--- src/rtl/core/assert_macros.svh ---
// Assertion macros shared by the RTL of the console writer.
// Depends on nothing; included by the modules that carry assertions.
`ifndef ASSERT_MACROS_SVH
`define ASSERT_MACROS_SVH

// Checks a property on every rising clock edge while reset is released.
`define ASSERT_CLK(label, clk, rst_n, prop, msg) \
    label: assert property (@(posedge clk) disable iff (!(rst_n)) (prop)) else $error(msg);

// Checks that a condition implies a consequence in the next cycle.
`define ASSERT_NEXT(label, clk, rst_n, cond, cons, msg) \
    label: assert property (@(posedge clk) disable iff (!(rst_n)) (cond) |=> (cons)) \
        else $error(msg);

`endif

--- src/rtl/core/tcdw_pkg.sv ---
// Package of the text console decimal writer: screen geometry, codes and types.
// Depends on nothing; used by text_console_decimal_writer_core.
package tcdw_pkg;

    localparam int COLUMNS      = 80;
    localparam int SCREEN_CELLS = 2000;

    localparam int CURSOR_W = 11;
    localparam int COL_W    = 8;
    localparam int CHAR_W   = 8;
    localparam int ATTR_W   = 8;
    localparam int WORD_W   = 16;
    localparam int NUM_W    = 32;
    localparam int DIGITS   = 10;
    localparam int BCD_W    = DIGITS * 4;
    localparam int BITCNT_W = 5;
    localparam int DIGCNT_W = 4;

    localparam logic [ATTR_W-1:0] ATTR_RESET   = 8'h07;
    localparam logic [CHAR_W-1:0] NEWLINE_CODE = 8'd10;
    localparam logic [CHAR_W-1:0] DIGIT_ZERO   = 8'd48;

    localparam logic OP_CHAR   = 1'b0;
    localparam logic OP_NUMBER = 1'b1;

    typedef enum logic [1:0] {
        ST_IDLE,
        ST_CHAR,
        ST_CONVERT,
        ST_EMIT
    } t_state;

endpackage

--- src/rtl/core/text_console_decimal_writer_core.sv ---
// Top level of the text console decimal writer: cursor, decimal conversion and
// cell write output. Depends on tcdw_pkg and assert_macros.svh.
//
// The block takes one transaction at a time on the input channel. A character
// transaction writes one cell at the cursor and advances it; a newline writes
// nothing and moves the cursor to the start of the next row, wrapping to the
// top left cell past the end of the screen. A number transaction is converted
// to decimal by a shift-and-add-three converter that takes one bit of the
// number per clock. The ten BCD digits are then shifted out most significant
// first, one digit per cycle while the output register can take a cell, with
// leading zeros skipped silently and one cell write per remaining digit; o_last
// marks the final cell of each transaction that writes cells. The cell writes
// sit in an output register, so the block keeps converting and accepting input
// while a finished cell waits to be taken; it stalls only when it has a further
// cell to write. The attribute register (reset 0x07) may be written only while
// the block is idle.
module text_console_decimal_writer_core (
    input  logic                          i_clk,
    input  logic                          i_rst_n,
    // Attribute register write port.
    input  logic                          i_attr_we,
    input  logic [tcdw_pkg::ATTR_W-1:0]   i_attr_data,
    // Input channel.
    input  logic                          i_in_valid,
    output logic                          o_in_ready,
    input  logic                          i_operation,
    input  logic [tcdw_pkg::CHAR_W-1:0]   i_character,
    input  logic [tcdw_pkg::NUM_W-1:0]    i_number,
    // Output channel of cell writes.
    output logic                          o_out_valid,
    input  logic                          i_out_ready,
    output logic [tcdw_pkg::CURSOR_W-1:0] o_cell_index,
    output logic [tcdw_pkg::WORD_W-1:0]   o_cell_word,
    output logic                          o_last
);

    `include "assert_macros.svh"

    // Control state.
    tcdw_pkg::t_state r_state, n_state;
    logic [tcdw_pkg::CURSOR_W-1:0] r_cursor, n_cursor;
    logic [tcdw_pkg::COL_W-1:0]    r_col, n_col;
    logic [tcdw_pkg::ATTR_W-1:0]   r_attr, n_attr;
    logic                          r_out_valid, n_out_valid;
    logic [tcdw_pkg::BITCNT_W-1:0] r_bitcnt, n_bitcnt;
    logic [tcdw_pkg::DIGCNT_W-1:0] r_digcnt, n_digcnt;
    logic                          r_started, n_started;

    // Datapath registers.
    logic [tcdw_pkg::CHAR_W-1:0]   r_char, n_char;
    logic [tcdw_pkg::NUM_W-1:0]    r_bin, n_bin;
    logic [tcdw_pkg::BCD_W-1:0]    r_bcd, n_bcd;
    logic [tcdw_pkg::CURSOR_W-1:0] r_cell_index, n_cell_index;
    logic [tcdw_pkg::WORD_W-1:0]   r_cell_word, n_cell_word;
    logic                          r_last, n_last;

    logic                          w_in_acc;
    logic                          w_slot;
    logic [tcdw_pkg::BCD_W-1:0]    w_bcd_adj;
    logic [3:0]                    w_digit;
    logic [tcdw_pkg::CURSOR_W-1:0] w_adv_cursor;
    logic [tcdw_pkg::COL_W-1:0]    w_adv_col;
    logic [tcdw_pkg::CURSOR_W-1:0] w_row_start;
    logic [tcdw_pkg::CURSOR_W:0]   w_nl_sum;
    logic [tcdw_pkg::CURSOR_W-1:0] w_nl_cursor;

    assign o_in_ready   = (r_state == tcdw_pkg::ST_IDLE);
    assign w_in_acc     = i_in_valid && o_in_ready;
    // The output register can take a new cell when it is empty or being drained.
    assign w_slot       = !r_out_valid || i_out_ready;

    assign o_out_valid  = r_out_valid;
    assign o_cell_index = r_cell_index;
    assign o_cell_word  = r_cell_word;
    assign o_last       = r_last;

    // Cursor after one cell write. The column counter tracks the cursor modulo
    // the row length, so a newline needs no division.
    always_comb begin
        if (32'(r_cursor) + 32'd1 >= 32'(tcdw_pkg::SCREEN_CELLS)) begin
            w_adv_cursor = '0;
            w_adv_col    = '0;
        end else begin
            w_adv_cursor = r_cursor + tcdw_pkg::CURSOR_W'(1);
            if (32'(r_col) + 32'd1 >= 32'(tcdw_pkg::COLUMNS)) begin
                w_adv_col = '0;
            end else begin
                w_adv_col = r_col + tcdw_pkg::COL_W'(1);
            end
        end
    end

    // Cursor after a newline: start of the current row plus one row.
    assign w_row_start = r_cursor - tcdw_pkg::CURSOR_W'(r_col);
    assign w_nl_sum    = {1'b0, w_row_start} + (tcdw_pkg::CURSOR_W+1)'(tcdw_pkg::COLUMNS);
    assign w_nl_cursor = (32'(w_nl_sum) >= 32'(tcdw_pkg::SCREEN_CELLS)) ?
                         '0 : w_nl_sum[tcdw_pkg::CURSOR_W-1:0];

    // Add-three correction of every BCD digit ahead of the next shift.
    always_comb begin
        for (int d = 0; d < tcdw_pkg::DIGITS; d++) begin
            if (r_bcd[d*4 +: 4] >= 4'd5) begin
                w_bcd_adj[d*4 +: 4] = r_bcd[d*4 +: 4] + 4'd3;
            end else begin
                w_bcd_adj[d*4 +: 4] = r_bcd[d*4 +: 4];
            end
        end
    end

    // The digit to print is always the top nibble of the BCD shift register.
    assign w_digit = r_bcd[tcdw_pkg::BCD_W-1 -: 4];

    always_comb begin
        n_state      = r_state;
        n_cursor     = r_cursor;
        n_col        = r_col;
        n_attr       = r_attr;
        n_out_valid  = r_out_valid;
        n_bitcnt     = r_bitcnt;
        n_digcnt     = r_digcnt;
        n_started    = r_started;
        n_char       = r_char;
        n_bin        = r_bin;
        n_bcd        = r_bcd;
        n_cell_index = r_cell_index;
        n_cell_word  = r_cell_word;
        n_last       = r_last;

        if (i_attr_we) begin
            n_attr = i_attr_data;
        end
        if (r_out_valid && i_out_ready) begin
            n_out_valid = 1'b0;
        end

        case (r_state)
            tcdw_pkg::ST_IDLE: begin
                if (w_in_acc) begin
                    if (i_operation == tcdw_pkg::OP_NUMBER) begin
                        n_bin    = i_number;
                        n_bcd    = '0;
                        n_bitcnt = '0;
                        n_state  = tcdw_pkg::ST_CONVERT;
                    end else if (i_character == tcdw_pkg::NEWLINE_CODE) begin
                        n_cursor = w_nl_cursor;
                        n_col    = '0;
                    end else begin
                        n_char  = i_character;
                        n_state = tcdw_pkg::ST_CHAR;
                    end
                end
            end
            tcdw_pkg::ST_CHAR: begin
                if (w_slot) begin
                    n_out_valid  = 1'b1;
                    n_cell_index = r_cursor;
                    n_cell_word  = {r_attr, r_char};
                    n_last       = 1'b1;
                    n_cursor     = w_adv_cursor;
                    n_col        = w_adv_col;
                    n_state      = tcdw_pkg::ST_IDLE;
                end
            end
            tcdw_pkg::ST_CONVERT: begin
                // One bit of the number moves into the BCD register per cycle.
                n_bcd    = {w_bcd_adj[tcdw_pkg::BCD_W-2:0], r_bin[tcdw_pkg::NUM_W-1]};
                n_bin    = {r_bin[tcdw_pkg::NUM_W-2:0], 1'b0};
                n_bitcnt = r_bitcnt + tcdw_pkg::BITCNT_W'(1);
                if (r_bitcnt == tcdw_pkg::BITCNT_W'(tcdw_pkg::NUM_W - 1)) begin
                    n_digcnt  = tcdw_pkg::DIGCNT_W'(tcdw_pkg::DIGITS - 1);
                    n_started = 1'b0;
                    n_state   = tcdw_pkg::ST_EMIT;
                end
            end
            tcdw_pkg::ST_EMIT: begin
                if (w_digit == 4'd0 && !r_started && r_digcnt != '0) begin
                    // Leading zero: drop it without a cell write.
                    n_bcd    = {r_bcd[tcdw_pkg::BCD_W-5:0], 4'd0};
                    n_digcnt = r_digcnt - tcdw_pkg::DIGCNT_W'(1);
                end else if (w_slot) begin
                    n_out_valid  = 1'b1;
                    n_cell_index = r_cursor;
                    n_cell_word  = {r_attr, tcdw_pkg::DIGIT_ZERO + tcdw_pkg::CHAR_W'(w_digit)};
                    n_last       = (r_digcnt == '0);
                    n_cursor     = w_adv_cursor;
                    n_col        = w_adv_col;
                    n_started    = 1'b1;
                    n_bcd        = {r_bcd[tcdw_pkg::BCD_W-5:0], 4'd0};
                    n_digcnt     = r_digcnt - tcdw_pkg::DIGCNT_W'(1);
                    if (r_digcnt == '0) begin
                        n_state = tcdw_pkg::ST_IDLE;
                    end
                end
            end
            default: begin
                n_state = tcdw_pkg::ST_IDLE;
            end
        endcase
    end

    always_ff @(posedge i_clk) begin
        if (!i_rst_n) begin
            r_state     <= tcdw_pkg::ST_IDLE;
            r_cursor    <= '0;
            r_col       <= '0;
            r_attr      <= tcdw_pkg::ATTR_RESET;
            r_out_valid <= 1'b0;
            r_bitcnt    <= '0;
            r_digcnt    <= '0;
            r_started   <= 1'b0;
        end else begin
            r_state     <= n_state;
            r_cursor    <= n_cursor;
            r_col       <= n_col;
            r_attr      <= n_attr;
            r_out_valid <= n_out_valid;
            r_bitcnt    <= n_bitcnt;
            r_digcnt    <= n_digcnt;
            r_started   <= n_started;
        end
    end

    always_ff @(posedge i_clk) begin
        r_char       <= n_char;
        r_bin        <= n_bin;
        r_bcd        <= n_bcd;
        r_cell_index <= n_cell_index;
        r_cell_word  <= n_cell_word;
        r_last       <= n_last;
    end

    // The cursor and its column never leave the screen.
    `ASSERT_CLK(a_cursor_range, i_clk, i_rst_n,
        (32'(r_cursor) < 32'(tcdw_pkg::SCREEN_CELLS)) && (32'(r_col) < 32'(tcdw_pkg::COLUMNS)),
        "cursor or column out of range")
    // A number transaction always occupies the block in the next cycle.
    `ASSERT_NEXT(a_number_busy, i_clk, i_rst_n,
        w_in_acc && (i_operation == tcdw_pkg::OP_NUMBER),
        !o_in_ready && (r_state == tcdw_pkg::ST_CONVERT),
        "number transaction did not start conversion")
    // The final digit of a number returns the block to idle with last set.
    `ASSERT_NEXT(a_last_digit, i_clk, i_rst_n,
        (r_state == tcdw_pkg::ST_EMIT) && w_slot && (r_digcnt == '0),
        o_in_ready && o_out_valid && o_last,
        "final digit did not close the transaction")

endmodule

--- config.mk ---
export PLATFORM = sky130hd
export DESIGN_NAME = text_console_decimal_writer_core
export DESIGN_NICKNAME = d
export VERILOG_FILES = /design/src/rtl/core/tcdw_pkg.sv /design/src/rtl/core/text_console_decimal_writer_core.sv
export VERILOG_INCLUDE_DIRS = /design/src /design/src/rtl/core
export SDC_FILE = /design/constraint.sdc
export NUM_CORES = 1
export LEC_CHECK = 0
export BUFFER_PORTS_ARGS = -buffer_cell sky130_fd_sc_hd__buf_4
export CAP_MARGIN = 40
export CORE_ASPECT_RATIO = 2
export CORE_UTILIZATION = 50
export DETAILED_ROUTE_END_ITERATION = 12
export PLACE_DENSITY_LB_ADDON = 0.12
export RECOVER_POWER = 50
export SETUP_SLACK_MARGIN = 0.1
export SYNTH_ARGS = -nofsm -noshare
export SYNTH_HDL_FRONTEND = slang
export SYNTH_SLANG_ARGS = --single-unit
--- constraint.sdc ---
create_clock -name i_clk -period 7.5 [get_ports i_clk]
set_clock_uncertainty 0.05 [all_clocks]
set_input_delay 0.375 -clock i_clk [delete_from_list [all_inputs] [get_ports i_clk]]
set_output_delay 0.375 -clock i_clk [all_outputs]
set_load 0.02 [all_outputs]
## Word level (Yosys, flattened, before mapping)

Index checks and enable logic that the tools add are counted.
Widths: inputs -> output; s select.

| word-level totals | value |
|---|---|
| register bits after elaboration | 148 |
| output and inout bits | 30 |
| word-level logic and storage cells | 157 |

| operators by class | value |
|---|---|
| add/subtract/negate cells | 19 |
| order comparisons | 13 |
| equality and inequality tests | 16 |
| multiplexer cells | 68 |
| bitwise gates (word level) | 2 |
| reduce and logical (&&, ||, !) cells | 25 |

Operators by type and width:

| operator | count |
|---|---|
| $mux 40 | 4 |
| $pmux 40 s3 | 1 |
| $mux 11 | 9 |
| $mux 32 | 2 |
| $pmux 32 s2 | 1 |
| $mux 8 | 7 |
| $mux 16 | 3 |
| $mux 4 | 12 |
| $ge 4x3->1 const B | 10 |
| $add 4x2->4 const B | 9 |
| $pmux 11 s3 | 1 |
| $pmux 16 s2 | 1 |
| $ge 12x11->1 const B | 2 |
| $pmux 8 s3 | 1 |
| $pmux 11 s2 | 1 |
| $mux 2 | 8 |
| $reduce_and 4->1 | 4 |
| $add 11x1->12 const B | 1 |
| $add 11x7->12 const B | 1 |
| $ne 2x2->1 const B | 6 |
| $add 11x1->11 const B | 1 |
| $sub 11x8->11 | 1 |
| $mux 5 | 2 |
| $pmux 5 s2 | 1 |
| other kinds (31) | 54 |

## Depth between registers and ports, before layout

Gate-level depths: netlist of run 1.

| depth | value |
|---|---|
| depth in word-level cells | 8 |
| gate-level depth with buffers | 16 |
| gate-level depth less buffers | 16 |

## Worst setup path before layout of run 1

No wires, ideal clock.

| timing path | value |
|---|---|
| path type | register -> register |
| from | reg r_digcnt[0] in the netlist's numbering |
| to | reg r_bcd[0] in the netlist's numbering, enable pin |
| library setup time | 437 ps |
| data arrival time | 3022 ps |
| data required time | 7013 ps |
| setup slack | 3991 ps |
| stages on the path, launching flop included | 7 |
| path buffers | 0 |
| clock period less this slack | 3509 ps |
| path through | dfxtp_1 > inv_1 > ha_1 > nor3b_1 > nor4_2 > nor2b_1 > nor2_1 |

| on the way | value |
|---|---|
| longest elaborated chain between the ends | 4 |

Ends and longest elaborated chain:

| item | line | source |
|---|---|---|
| from (decl) | text_console_decimal_writer_core.sv:46 | `logic [tcdw_pkg::DIGCNT_W-1:0] r_digcnt, n_digcnt;` |
| from (signal assigned) | text_console_decimal_writer_core.sv:218 | `r_digcnt <= n_digcnt;` |
| $reduce_bool 4->1 | text_console_decimal_writer_core.sv:176 | `if (w_digit == 4'd0 && !r_started && r_digcnt != '0) begin` |
| $logic_and 1x1->1 | text_console_decimal_writer_core.sv:176 |  |
| $ne 3x3->1 (no source line) | n/a |  |
| $reduce_and 4->1 (no source line) | n/a |  |
| to (signal assigned) | text_console_decimal_writer_core.sv:226 | `r_bcd <= n_bcd;` |
| to (decl) | text_console_decimal_writer_core.sv:52 | `logic [tcdw_pkg::BCD_W-1:0] r_bcd, n_bcd;` |

Every way passes these cells.
A chain may end at the register's enable or synchronous reset.

## Worst setup path after layout of run 1

| timing path | value |
|---|---|
| from | reg r_state[0] |
| to | reg r_cursor[7] in the netlist's numbering |

| on the way | value |
|---|---|
| longest elaborated chain between the ends | 4 |

Ends and longest elaborated chain:

| item | line | source |
|---|---|---|
| from (decl) | text_console_decimal_writer_core.sv:40 | `tcdw_pkg::t_state r_state, n_state;` |
| from (signal assigned) | text_console_decimal_writer_core.sv:203 | `r_state <= tcdw_pkg::ST_IDLE;` |
| from (signal assigned) | text_console_decimal_writer_core.sv:212 | `r_state <= n_state;` |
| $logic_not 2->1 | text_console_decimal_writer_core.sv:67, text_console_decimal_writer_core.sv:136 |  |
| $logic_and 1x1->1 | text_console_decimal_writer_core.sv:68 | `assign w_in_acc = i_in_valid && o_in_ready;` |
| $ne 2x1->1 (no source line) | n/a |  |
| $reduce_and 5->1 (no source line) | n/a |  |
| to (signal assigned) | text_console_decimal_writer_core.sv:213 | `r_cursor <= n_cursor;` |
| to (decl) | text_console_decimal_writer_core.sv:41 | `logic [tcdw_pkg::CURSOR_W-1:0] r_cursor, n_cursor;` |

Several ways; a longest one is shown, not always the timed one.

==> flow_summary.toml, run 1 <==
[die]
dieArea_um2 = 16600
die-height_um = 181
ios = 84
num_rows = 65
start_util_pct = 50.9
coreArea_um2 = 15800
fp.dieW_um = 91.6

[min_path]
hold_path.class = "primary input to register"
holdPathEnd = "r_char[1]"
holdPathStages = 1
hold_path_startpoint = "i_character[1]"

[placed_design]
portBuffers = 83
dp.cells = 1104
globalplace.congestion = 0.885
dp_slack_ns = 3.80
dp_hpwl_um = 13900

[worst_setup_path]
worstPathRequired_ns = 7.80
crit_type = "register to register"
critPathCaptureType = "register"
crit_fanout = 48
start_kind = "register"
r2r_cells = 8
rrSetupSlack_ns = 3.02
timing.rr.start = "r_state[0]"
timing.rr.end = "r_cursor[7]"
arrival_ns = 4.79

[power]
p_int_mw = 1.52
cellPowerDensity_nw_per_um2 = 221
p_comb_share_pct = 12.6
net-switching-power_mw = 0.550
leakagePower_nw = 3.62
p_sw_share_pct = 26.6
peakVddDrop_uv = 146
pwr-share-clk_pct = 39.6
finalPower_mw = 2.07
seq_power_share_pct = 47.7

[timing]
rsz0062_at_grt = "false"
hold_violations = 0
fin_hold_ws_ns = 0.106
finalSetupViolCount = 0
finalCriticalPeriod_ns = 4.48
finalSetupTns_ns = 0
final.setup.worst_slack_ns = 3.02
final_max_slew_viol_count = 94
fmax_mhz = 223
slew_headroom_pct = -22.3
fin_crit_sh_pct = 59.8
tightest_slew_ns = 1.83

[global_route]
grt_util_met1_pct = 22.6
grt_overflow = 0
grt_use_total_pct = 23.8
antenna_found_initial = 0
grt_max_degree = 49
grt_util_met2_pct = 46.0
grt_pass1_wl_um = 30700
grtUsageMet3_pct = 4.17
grt_pass1_vias = 6527
grt_busiest_layer = "met2"

[detailed_routing]
antenna_left = 0
drtPass1Iterations = 5
post_drt_wl_per_cell_um = 16.9
routed_wl_um = 19100
via_count = 6417
routed_via_density = 5.65
drtIter0Drc = 370
post-route-drc-count = 0

[yosys]
synthTopCellsByArea = "edfxtp_1, dfxtp_1, nand2_1"
ys_seq_elements = 148
seq_area_frac_synth_pct = 50.3
synth-async-reset-ratio_pct = 0
synth-warning-count = 0
synth_commonest_cells = "nand2_1, edfxtp_1, nor2_1, a21oi_1, o21ai_0"
avgSynthCellArea_um2 = 9.50
netlist_area_um2 = 8040
syn_nets = 941
post-synth-top-count-cell = "nand2_1"
synthCells = 846
ys.flop_type = "edfxtp_1"
ys_types = 63
synth_top_area_cell = "edfxtp_1"
synth_edf_count = 108
synth_top_area_share_pct = 40.4

[run_status]
violations = "max-capacitance violations, max-slew violations"
status = "finished, violations left"

[clock_network]
clock_latency_ns = 0.43
clock_path_buffers = 2
cts_buffers = 17
post_cts_resized = 0
cts-root-buf = "clkbuf_16"
cts_tree = "done"
htree_levels = 4
post_cts_buffers = 0
cts.hold.buffers_added = 0
cts.sinks = 148
cts.clk_slew.worst_paths_ns = 0.06

[final_layout]
drive_gt1_share_pct = 11.1
fin_cells = 1136
diodes = 0
area_growth_pct = 16.4
nNetsFinal = 1017
fillCellCount = 1393
multi_input_area_um2 = 3720
seq_area_um2 = 4040

[flow_run]
max-cap-violations = 2
==> layer usage <==
layer | share of wire (%) | up-vias | wire [µm]
met1 | 35 | 3107 | 6790
met5 | 0 | - | 0
met4 | 4.8 | 0 | 912
met3 | 2.9 | 47 | 552
li1 | - | 3138 | -
met2 | 57 | 125 | 10900
==> cell families (layout without fill, tap and decap cells) <==
group                    count (synthesis)  in the layout  synth area share, %
flip-flops                             148            148                 50.3
XOR/XNOR                                27             27                 2.94
AO/OA/AOI/OAI                          178            178                 14.4
multiplexers                            11             11                 1.37
AND/OR/NAND/NOR                        365            365                 20.9
adder cells (fa/ha/maj)                 41             41                 6.48
buffers and inverters                   76            165                 3.57
==> worst max-delay path by stage <==
stage | slack (ns) | to | startpoint | cells after the start
floorplan | 3.99 | r_bcd[0] | r_digcnt[0] | 6
global placement | 3.87 | r_cursor[4] | r_cursor[1] | 11
detailed placement | 3.80 | r_cursor[7] | r_col[1] | 12
CTS | 3.79 | r_cursor[7] | r_col[1] | 12
global route | 2.57 | r_cursor[7] | r_state[0] | 8
finish | 3.02 | r_cursor[7] | r_state[0] | 8
==> power groups by stage <==
stage / Combinational [mW] / Clock (mW) / Sequential [mW]
2_1_floorplan: 0.177 / 0 / 0.999
5_1_grt: 0.297 / 0.865 / 0.994
4_1_cts: 0.270 / 0.835 / 0.988
3_5_place_dp: 0.268 / 0 / 1.01
3_3_place_gp: 0.245 / 0 / 1.01
6_report: 0.261 / 0.820 / 0.987
==> worst max-delay path: stages, from the launching register on <==
cell and delay (ns):
dfxtp_1 0.56, clkbuf_1 1.36, inv_1 0.98, a211oi_2 0.60, buf_4 0.34, nand3_1 0.12
o21ai_0 0.19, nand2_1 0.08, o211ai_1 0.11
==> layout make-up <==
| cell class | count | area share [%] |
|---|---|---|
| sequential | 148 | 43.2 |
| multi-input combinational | 622 | 39.8 |
| timing repair buffer | 92 | 6.49 |
| clock buffer | 17 | 4.55 |
| tap | 201 | 2.69 |
| inverter | 41 | 1.65 |
| clock inverter | 15 | 1.58 |
==> state kept, by name, indices dropped and copies added, names as in the netlist, 2 cells and up <==
name / cells
o_cell_index: 11
r_bin: 32
r_bcd: 40
r_char: 8
r_state: 2
r_cursor: 11
r_bitcnt: 5
o_cell_word: 16
r_attr: 8
r_col: 8
r_digcnt: 4
==> per-stage QoR <==
step | area [µm²] | util [%]
2_1_floorplan | 8040 | -
3_3_place_gp | 8840 | 56.0
3_5_place_dp | 8920 | 56.6
4_1_cts | 9500 | 60.2
5_1_grt | 9350 | 59.3
6_report | 9350 | 59.3
==> cells in the final DEF (no fill, tap or decap), types with 8 or more instances in the layout <==
cell	n
nand2_1	167
edfxtp_1	108
nor2_1	69
a21oi_1	53
buf_4	48
o21ai_0	47
inv_1	41
ha_1	40
dfxtp_1	40
clkbuf_1	34
nand3_1	27
and2_0	24
xnor2_1	21
nand2b_1	17
clkbuf_16	17
o211a_1	11
mux2i_1	11
nor2b_1	10
o32ai_1	8
nor3_1	8
(Power assumes the default switching activity.)
==> run 2, diff against run 1 <==
- clock period: 7.5 -> 4.65 ns (I/O delays scaled with it)
==> run 2 against run 1 <==
Net effect: the run still ends with max-capacitance violations, max-slew violations left; global-route usage barely moved; cell count up 1.3%; first-iteration DRC count decreased by 14%; sequential share of layout area is 0.63 points lower; critical endpoint unchanged; sequential power rose by 61%; largest power group unchanged.
==> flow_summary.toml, run 2 (same netlist as run 1, synthesis figures left out) <==
[run_status]
status = "finished, violations left"
violations = "max-capacitance violations, max-slew violations"

[clock_network]
cts.hold.buffers_added = 14
cts.sinks = 148
post_cts_buffers = 0
cts-root-buf = "clkbuf_16"
post_cts_resized = 0
clock_path_buffers = 2
cts.clk_slew.worst_paths_ns = 0.06
htree_levels = 4
clock_latency_ns = 0.42
cts_buffers = 17
cts_tree = "done"

[global_route]
grt_pass1_wl_um = 30500
grt_max_degree = 50
grt_overflow = 0
grt_use_total_pct = 23.8
antenna_found_initial = 0
grt_pass1_vias = 6392

[power]
pwr-share-clk_pct = 40.1
seq_power_share_pct = 47.3
net-switching-power_mw = 0.837
p_sw_share_pct = 24.8
p_comb_share_pct = 12.6
cellPowerDensity_nw_per_um2 = 355
peakVddDrop_uv = 235
leakagePower_nw = 3.71
p_int_mw = 2.54

[min_path]
hold_path.class = "primary input to register"

[die]
fp.dieW_um = 91.6
start_util_pct = 50.9
coreArea_um2 = 15800
num_rows = 65
die-height_um = 181
ios = 84
dieArea_um2 = 16600

[flow_run]
max-cap-violations = 2

[detailed_routing]
antenna_left = 0
routed_wl_um = 19300
routed_via_density = 5.60
post_drt_wl_per_cell_um = 16.7
via_count = 6449
drtIter0Drc = 317
drtPass1Iterations = 5
post-route-drc-count = 0

[worst_setup_path]
r2r_cells = 12
timing.rr.end = "r_cursor[7]"
arrival_ns = 3.98
rrSetupSlack_ns = 0.90
setup.worst_path.end = "r_cursor[7]"
critPathCaptureType = "register"
worstPathRequired_ns = 4.88
start_kind = "register"
cp-startpoint = "r_col[1]"
crit_type = "register to register"
timing.rr.start = "r_col[1]"
crit_fanout = 9

[final_layout]
top_register = "r_bcd"
final_cell_mix = "nand2_1, edfxtp_1, nor2_1, a21oi_1, o21ai_0"
fillCellCount = 1410
diodes = 0
largest_reg_flops = 40
nNetsFinal = 1032
final_common_cell = "nand2_1"
fin_util_pct = 60.2
area_growth_pct = 18.1
drive_gt1_share_pct = 10.1

[timing]
tightest_slew_ns = 1.58
fin_crit_sh_pct = 80.6
hold_violations = 0
final_max_slew_viol_count = 40
fmax_mhz = 267
fin_hold_ws_ns = 0.0123
finalCriticalPeriod_ns = 3.75
rsz0062_at_grt = "false"
finalSetupTns_ns = 0
slew_headroom_pct = -5.49
finalSetupViolCount = 0

[placed_design]
portBuffers = 83
globalplace.congestion = 0.902
dp_hpwl_um = 13900
run 2: changes by cell type in the layout (fill, tap and decap cells not counted), moves of 4 or more:
cell           change
clkbuf_1           +7
and2_0            -10
buf_4              -4
inv_6              -5
clkinvlp_4         -4
dlygate4sd3_1     +14
and2_1            +10
run 2: metal layers:
layer	wire, µm	GRT usage, %
met1	6960	23.0
met2	11000	45.0
met3	394	4.38
met4	955	15.0
met5	0	0
run 2: power by group through the flow:
stage	logic [mW]	clock network, mW	registers, mW
2_1_floorplan	0.286	0	1.61
3_3_place_gp	0.399	0	1.62
3_5_place_dp	0.429	0	1.62
4_1_cts	0.442	1.37	1.60
5_1_grt	0.483	1.43	1.61
6_report	0.425	1.35	1.59
run 2: how the worst min path moves through the flow:
stage | startpoint | slack [ns] | depth (start not counted) | to
after floorplan | i_character[0] | 0.28 | 0 | r_char[0]
after global placement | r_attr[2] | 0.37 | 0 | o_cell_word[10]
after detailed placement | r_attr[4] | 0.37 | 0 | o_cell_word[12]
after CTS | i_attr_data[3] | 0.0005 | 3 | r_attr[3]
after global routing | i_attr_data[3] | 0.009 | 3 | r_attr[3]
final | i_attr_data[3] | 0.01 | 3 | r_attr[3]
run 2: cell type report:
type | count | area (µm²) | share of cell area (%)
Clock inverter | 7 | 68.8 | 0.725
Inverter | 41 | 154 | 1.62
Timing Repair Buffer | 107 | 743 | 7.83
Tap cell | 201 | 251 | 2.65
Sequential cell | 148 | 4040 | 42.6
Clock buffer | 25 | 518 | 5.46
Multi-Input combinational cell | 622 | 3710 | 39.1
run 2: critical path, cell delays in order, from the launching register on:
cell and delay, ns:
dfxtp_1 0.43, inv_1 0.12, ha_1 0.28, nor2b_1 0.16
o31a_1 0.29, or3_2 0.43, and2_1 0.22, ha_1 0.26
nor2_1 0.25, nand4_1 0.14, a31o_2 0.31, o31ai_4 0.51
o211ai_1 0.16
run 2: stage by stage:
step                area, µm²  total power [mW]  instances  setup slack (ns)
CTS                      9650              3.41       1151             0.919
global route             9490              3.52       1151             0.583
global placement         8840              2.02       1101              1.02
detailed placement       8930              2.05       1105             0.942
finish                   9490              3.37       1151             0.900
floorplan                8040              1.90        846              1.14
